===== config.mk =====
export PLATFORM = sky130hd
export DESIGN_NAME = jlss_sweep
export DESIGN_NICKNAME = d
export VERILOG_FILES = /design/src/sv/jlss_pkg.sv /design/src/sv/jlss_sweep.sv
export SDC_FILE = /design/constraint.sdc
export NUM_CORES = 1
export LEC_CHECK = 0
export BUFFER_PORTS_ARGS = -buffer_cell sky130_fd_sc_hd__buf_4
export CORE_AREA = 2 2 108 110
export DETAILED_ROUTE_END_ITERATION = 8
export DIE_AREA = 0 0 110 112
export PLACE_DENSITY = 0.82
export SYNTH_ARGS = -nofsm -noshare
export SYNTH_HDL_FRONTEND = slang
export SYNTH_SLANG_ARGS = --single-unit

===== constraint.sdc =====
create_clock -name clk -period 4 [get_ports clk]
set_input_delay 0 -clock clk [delete_from_list [all_inputs] [get_ports clk]]
set_output_delay 0 -clock clk [all_outputs]
set_load 0.1 [all_outputs]

===== src/sv/jlss_pkg.sv =====
// Shared types and constants for the Jacobi Laplace stencil solver.
package jlss_pkg;

    // Command codes carried by the mode field
    localparam logic [1:0] MODE_LOAD = 2'd0;
    localparam logic [1:0] MODE_READ = 2'd1;
    localparam logic [1:0] MODE_RUN  = 2'd2;

    // Configuration register indexes
    localparam logic [1:0] CFG_GRID_SIDE   = 2'd0;
    localparam logic [1:0] CFG_SWEEP_COUNT = 2'd1;

    // Reset values of the configuration registers
    localparam logic [8:0]  GRID_SIDE_RST   = 9'd256;
    localparam logic [15:0] SWEEP_COUNT_RST = 16'd3001;

    // Sweep sequencer states
    typedef enum logic [1:0] {
        SEQ_IDLE,
        SEQ_SWEEP,
        SEQ_COPY,
        SEQ_DONE
    } seq_state_t;

    // Phase of the work on one cell
    typedef enum logic [2:0] {
        PH_NORTH,
        PH_SOUTH,
        PH_WEST,
        PH_EAST,
        PH_WRITE
    } phase_t;

    // Status from the sweep sequencer to the top level
    typedef struct packed {
        logic busy;
        logic done;
        logic bank;
    } seq_status_t;

endpackage


===== src/sv/jlss_sweep.sv =====
// Sweep sequencer: walks the interior, sums four neighbors, writes the other bank.
module jlss_sweep #(
    parameter int IDX  = 8,
    parameter int CWID = 24
) (
    input  logic                       clk,
    input  logic                       rst_n,
    input  logic                       go,
    input  logic [8:0]                 side,
    input  logic [15:0]                count,
    input  logic [CWID-1:0]            q_cur,
    output jlss_pkg::seq_status_t      status,
    output logic [2*IDX-1:0]           rd_addr,
    output logic                       wr_en,
    output logic [2*IDX-1:0]           wr_addr,
    output logic [CWID-1:0]            wr_data
);

    jlss_pkg::seq_state_t state_reg, state_next;
    jlss_pkg::phase_t     phase_reg, phase_next;
    logic [IDX-1:0]       r_reg, r_next, c_reg, c_next;
    logic [15:0]          k_reg, k_next;
    logic                 bank_reg, bank_next;
    logic [CWID+1:0]      acc_reg, acc_next;
    logic [CWID+1:0]      sum;
    logic [IDX-1:0]       side_m2;
    logic                 row_end, col_end, last_sweep;

    assign side_m2    = IDX'(side - 9'd2);
    assign col_end    = (c_reg == side_m2);
    assign row_end    = (r_reg == side_m2);
    assign last_sweep = (k_reg == count - 16'd1);
    assign sum        = acc_reg + (CWID+2)'(q_cur);

    // Hold sequencer state
    always_ff @(posedge clk or negedge rst_n)
    begin
        if (!rst_n)
        begin
            state_reg <= jlss_pkg::SEQ_IDLE;
            phase_reg <= jlss_pkg::PH_NORTH;
            bank_reg  <= 1'b0;
        end
        else
        begin
            state_reg <= state_next;
            phase_reg <= phase_next;
            bank_reg  <= bank_next;
        end
    end

    // Hold counters and accumulator
    always_ff @(posedge clk)
    begin
        r_reg   <= r_next;
        c_reg   <= c_next;
        k_reg   <= k_next;
        acc_reg <= acc_next;
    end

    // Advance through sweeps, then copy the interior back to the other bank
    always_comb
    begin
        state_next = state_reg;
        phase_next = phase_reg;
        r_next     = r_reg;
        c_next     = c_reg;
        k_next     = k_reg;
        bank_next  = bank_reg;
        acc_next   = acc_reg;
        rd_addr    = {r_reg, c_reg};
        wr_en      = 1'b0;
        wr_addr    = {r_reg, c_reg};
        wr_data    = q_cur;
        status     = '{busy: (state_reg != jlss_pkg::SEQ_IDLE),
                       done: (state_reg == jlss_pkg::SEQ_DONE),
                       bank: bank_reg};
        unique case (state_reg)
            jlss_pkg::SEQ_IDLE:
            begin
                r_next     = IDX'(1);
                c_next     = IDX'(1);
                k_next     = 16'd0;
                phase_next = jlss_pkg::PH_NORTH;
                if (go)
                begin
                    if ((side < 9'd3) || (count == 16'd0))
                    begin
                        state_next = jlss_pkg::SEQ_DONE;
                    end
                    else
                    begin
                        state_next = jlss_pkg::SEQ_SWEEP;
                    end
                end
            end
            jlss_pkg::SEQ_SWEEP:
            begin
                unique case (phase_reg)
                    jlss_pkg::PH_NORTH:
                    begin
                        rd_addr    = {r_reg - IDX'(1), c_reg};
                        phase_next = jlss_pkg::PH_SOUTH;
                    end
                    jlss_pkg::PH_SOUTH:
                    begin
                        rd_addr    = {r_reg + IDX'(1), c_reg};
                        acc_next   = (CWID+2)'(q_cur);
                        phase_next = jlss_pkg::PH_WEST;
                    end
                    jlss_pkg::PH_WEST:
                    begin
                        rd_addr    = {r_reg, c_reg - IDX'(1)};
                        acc_next   = sum;
                        phase_next = jlss_pkg::PH_EAST;
                    end
                    jlss_pkg::PH_EAST:
                    begin
                        rd_addr    = {r_reg, c_reg + IDX'(1)};
                        acc_next   = sum;
                        phase_next = jlss_pkg::PH_WRITE;
                    end
                    jlss_pkg::PH_WRITE:
                    begin
                        wr_en      = 1'b1;
                        wr_data    = sum[CWID+1:2];
                        phase_next = jlss_pkg::PH_NORTH;
                        if (col_end)
                        begin
                            c_next = IDX'(1);
                            if (row_end)
                            begin
                                r_next    = IDX'(1);
                                bank_next = ~bank_reg;
                                k_next    = k_reg + 16'd1;
                                if (last_sweep)
                                begin
                                    state_next = jlss_pkg::SEQ_COPY;
                                end
                            end
                            else
                            begin
                                r_next = r_reg + IDX'(1);
                            end
                        end
                        else
                        begin
                            c_next = c_reg + IDX'(1);
                        end
                    end
                    default:
                    begin
                        phase_next = jlss_pkg::PH_NORTH;
                    end
                endcase
            end
            jlss_pkg::SEQ_COPY:
            begin
                // Read a cell in the north phase, write it in the south phase
                if (phase_reg == jlss_pkg::PH_NORTH)
                begin
                    phase_next = jlss_pkg::PH_SOUTH;
                end
                else
                begin
                    wr_en      = 1'b1;
                    phase_next = jlss_pkg::PH_NORTH;
                    if (col_end)
                    begin
                        c_next = IDX'(1);
                        if (row_end)
                        begin
                            state_next = jlss_pkg::SEQ_DONE;
                        end
                        else
                        begin
                            r_next = r_reg + IDX'(1);
                        end
                    end
                    else
                    begin
                        c_next = c_reg + IDX'(1);
                    end
                end
            end
            jlss_pkg::SEQ_DONE:
            begin
                state_next = jlss_pkg::SEQ_IDLE;
            end
            default:
            begin
                state_next = jlss_pkg::SEQ_IDLE;
            end
        endcase
    end

`ifndef NO_ASSERTIONS
    a_wr_only_busy: assert property (@(posedge clk) disable iff (!rst_n)
        wr_en |-> (state_reg == jlss_pkg::SEQ_SWEEP || state_reg == jlss_pkg::SEQ_COPY))
        else $error("sweep write outside a run");
    a_done_pulse: assert property (@(posedge clk) disable iff (!rst_n)
        status.done |=> !status.done)
        else $error("done longer than one cycle");
    a_bank_stable_idle: assert property (@(posedge clk) disable iff (!rst_n)
        (state_reg == jlss_pkg::SEQ_IDLE) |=> $stable(bank_reg))
        else $error("bank changed while idle");
`endif

endmodule


# Word-level counts from Yosys, hierarchy flattened
# Cells that the tools add are included.
[word_totals]
ff_bits = 64
input_bits = 52
out_inout_bits = 60
word_cells = 87
[classes]
n_addsub = 8
magnitude_cmp = 1
n_eq_ne = 19
muxes = 36
n_bitwise = 1
n_reduce_logical = 15
[op_table]
columns = ["op", "count"]
rows = [
  ["8-bit 2-to-1 mux", 9],
  ["16-bit 2-to-1 mux", 4],
  ["16-bit one-hot mux with 4 select lines", 1],
  ["26-bit one-hot mux with 2 select lines", 1],
  ["24-bit 2-to-1 mux", 2],
  ["8-bit one-hot mux with 3 select lines", 2],
  ["16-bit one-hot mux with 2 select lines", 1],
  ["26-bit by 24-bit adder with 26-bit output", 1],
  ["2-bit 2-to-1 mux", 9],
  ["2-bit != test, second input constant", 9],
  ["16-bit by 1-bit adder with 16-bit output, second input constant", 1],
  ["8-bit by 1-bit adder with 8-bit output, second input constant", 2],
  ["16-bit equality test", 1],
  ["8-bit equality test", 2],
  ["16-bit zero test", 1],
  ["16-bit by 1-bit subtractor with 16-bit output, second input constant", 1],
  ["8-bit by 1-bit subtractor with 8-bit output, second input constant", 2],
  ["3-bit one-hot mux with 4 select lines", 1],
  ["9-bit by 2-bit < comparator with 1-bit output, second input constant", 1],
  ["3-bit one-hot mux with 3 select lines", 1],
  ["2-bit one-hot mux with 4 select lines", 1],
  ["4-bit AND reduction", 2],
  ["8-bit AND reduction", 1],
  ["8-bit by 2-bit subtractor with 8-bit output, second input constant", 1],
  ["17 further kinds", 23],
]

# Logic depth before layout (Yosys ltp)
[logic_depth]
word_depth = 7
mapped_depth = 11
mapped_depth_nobuf = 11

# Worst setup path after synthesis
# No wires, ideal clock.
[synth_timing]
path_kind = "reg2out"
from = "register acc_reg[16]"
to = "output port wr_data[21]"
arrival_time_ps = 4346
t_required_ps = 4000
setup_slack_ps = -346
stages_incl_launch_ff = 10
n_path_buf = 0
cell_sequence = "edfxtp_1 > ha_1 > a21oi_1 > nor2b_1 > o21a_1 > or4_1 > o221a_2 > o21a_1 > o21a_1 > o31ai_1"
[synth_via]
elab_chain_cells = 3
[synth_rtl]
columns = ["item", "line_no", "text"]
rows = [
  ["from (decl)", "jlss_sweep.sv:24", "logic [CWID+1:0] acc_reg, acc_next;"],
  ["from (signal assigned)", "jlss_sweep.sv:58", "acc_reg <= acc_next;"],
  ["26-bit by 24-bit adder with 26-bit output", "jlss_sweep.sv:33", "assign sum = acc_reg + (CWID+2)'(q_cur);"],
  ["24-bit 2-to-1 mux", "jlss_sweep.sv:99", "unique case (phase_reg)"],
  ["24-bit 2-to-1 mux", "jlss_sweep.sv:78", "unique case (state_reg)"],
  ["to (decl)", "jlss_sweep.sv:16", "output logic [CWID-1:0] wr_data"],
]
# No other way between the ends.

# Worst setup path after layout
[layout_timing]
from = "register acc_reg[16]"
to = "output port wr_data[23]"
# The elaborated chain is that of the path after synthesis.

==> run metrics <==
Main synth FF type edfxtp_1; Reg2Reg Depth 9; kind of critical path register to output pin; RSZ-0062 raised after global routing false; CTS Root Cell clkbuf_16; max-cap violations 0; DRC errors left 0; sequential area share after synthesis 31.7%; Gate Count Post-Synth 705; initial antenna violation count 0; Post-DP Area 0.00688 mm²; final instance area 0.00742 mm²; min Tclk post-route 3250 ps; area leader, netlist edfxtp_1; status completed; Worst setup startpoint acc_reg[16]; setup TNS 0 ps; DIE AREA 0.0123 mm²; commonest non-fill, non-tap cell in the layout buf_4; WL/cell 16.2 µm; reg2reg setup slack 1150 ps; utilization after layout 66.4%; GPL Wtd Cong 0.948; CTS tree done; Syn-to-layout area delta 24.4%; Fin. Hold Viols 0; largest family of logic cells by synthesized area simple AND/OR/NAND/NOR gates; Layout Nets 906; synthesized area per cell 8.46 µm²; CTS sink cnt 64; worst hold path type input port to async pin; CTS H-Tree Depth 3; worst slew pin tran 800 ps; core box area 0.0112 mm²; number of enable flip-flop cells after synthesis 58; Fmax achieved 0.308 GHz; Routed Antenna Nets 0; maximum root-to-sink buffer count 2; vias 5697; Synth Area in Simple Gates 22.0%; pwr dens 891 mW/mm²; Critical Path Sink wr_data[23]; Critical R2R Launch acc_reg[16]; synth top area cells edfxtp_1 (29%), xnor2_1 (9.0%), ha_1 (7.6%), o21ai_0 (6.0%), xor2_1 (5.9%); # resized after CTS 0; Initial DRC Count 402; Critical Path AT 3250 ps; share of layout cells above drive strength 1 17.4%; Post-DP HPWL 11.3 mm; Setup WS pre-CTS 1130 ps; Critical Path Fanout Max 5; adder-cell share of the synthesized area 7.89%; share of the synthesized area in the top cell type 29.2%; Synth Cell Area 0.00596 mm²; die height 112 µm; synthesis-stage register bit count 64; DRT Pass-1 Iters 5; Crit Reg-Reg Endpoint acc_reg[25]; total grt overflow 0; # diodes 0; critical path required time 4000 ps; Core Rows 39; Ports 112; Max-slew headroom 46.2%; largest net degree at the start of global routing 51; Routed WL 15.6 mm; Synth Area in XOR/XNOR 15.6%; worst-case vdd ir drop 1.00 mV; total CTS buffers 9; fraction of registers with async set/reset 9.38%; Clock Skew 12.9 ps; Setup crit end kind output pin; total global routing track utilization 25.8%; fin. max-slew vios 0; Pleak 3.08 nW; Tcrit/Tclk final 81.2%; post-synthesis compound-gate area fraction 18.5%; post-synthesis mux area share 0.692%; post-route setup slack 753 ps; number of flip-flops in the largest register 26; count of yosys warnings during synthesis 0; Unique masters post-synth 67; Setup crit start kind register; Syn Nets 794; vias in the first global route 5574; most frequent cells in the layout buf_4 (115), nand2_1 (82), o21ai_0 (65); number of vias per cell 5.90; Skew-Pair Late Insertion Delay 340 ps; DIE WIDTH 110 µm; clock slew at reported path FFs 50 ps; global-route wire length before repair 25.4 mm; I/O Buffers 111; Initial Util 53.4%; final setup vio count 0
what timing repair did:
| item | 4_1_cts | 5_1_grt |
|---|---|---|
| endpoints found under the hold margin | 28 | 0 |
| setup buffers | 0 | 0 |
| hold buffers | 23 | 0 |
worst max-delay path: stages, from the launching register on:
cell and delay (ps):
edfxtp_1 380, ha_1 360, a21oi_1 220, nor2b_1 80
o21a_1 200, or4_1 390, o221a_2 270, o311ai_0 370
xor2_1 160, o21ai_1 160, buf_4 310
report_power, final:
part / internal (mW) / switching, mW / total [mW]
logic: 1.20 / 3.04 / 4.24
registers: 1.13 / 0.399 / 1.53
clock network: 0.562 / 0.285 / 0.847
total: 2.89 / 3.72 / 6.61
synth_stat cells, types with 6 or more instances:
cell,instances
nor4_1,7
nand3_1,23
xor2_1,40
o21a_1,9
nand4_1,8
xnor2_1,61
inv_1,19
o21ai_0,71
and2_1,17
or3_1,8
ha_1,36
nor3_1,19
nand2_1,82
and3_1,9
a21o_1,10
nor2_1,52
a21oi_1,39
clkbuf_1,35
edfxtp_1,58
dfrtp_1,6
nand2b_1,9
metal layers:
layer / wire length [µm] / vias to the layer above / track usage (%)
li1: - / 2756 / -
met3: 748 / 29 / 3.57
met1: 6580 / 2712 / 31.4
met5: 0 / - / 0
met4: 390 / 0 / 12.4
met2: 7920 / 200 / 44.0
per-stage QoR:
step,std cells,hold slack (ps),total power [mW]
5_1_grt,965,26.3,6.97
3_5_place_dp,926,-186,5.71
3_3_place_gp,926,-188,5.60
2_1_floorplan,705,-296,4.83
4_1_cts,965,4.25,6.60
6_report,965,14.3,6.61
how the worst min path moves through the flow:
stage,start,end,slack [ps],depth (start not counted)
floorplan,rst_n,bank_reg,-300,0
global placement,rst_n,bank_reg,-190,1
detailed placement,rst_n,bank_reg,-190,1
CTS,rst_n,state_reg[0],4,2
global route,rst_n,bank_reg,30,2
finish,rst_n,bank_reg,10,2
area by class of cell:
cell class | count | area [µm²]
well taps | 143 | 179
clock inverters | 3 | 65.1
clock buffers | 13 | 250
fillers | 879 | 3750
inverters | 19 | 71.3
multi-input cells | 585 | 3870
repair buffers | 138 | 1090
flip-flops and latches | 64 | 1890
cells by family (layout without fill, tap and decap cells):
logic type	count (synthesis)	count (layout)
and+or+nand+nor	263	263
xor gates and xnor gates	103	103
AOI/OAI and AO/OA	178	178
DFF	64	64
adders and majority gates	37	37
muxes	4	4
buffers and inverters	56	173
Power figures use the tool's default switching activity.
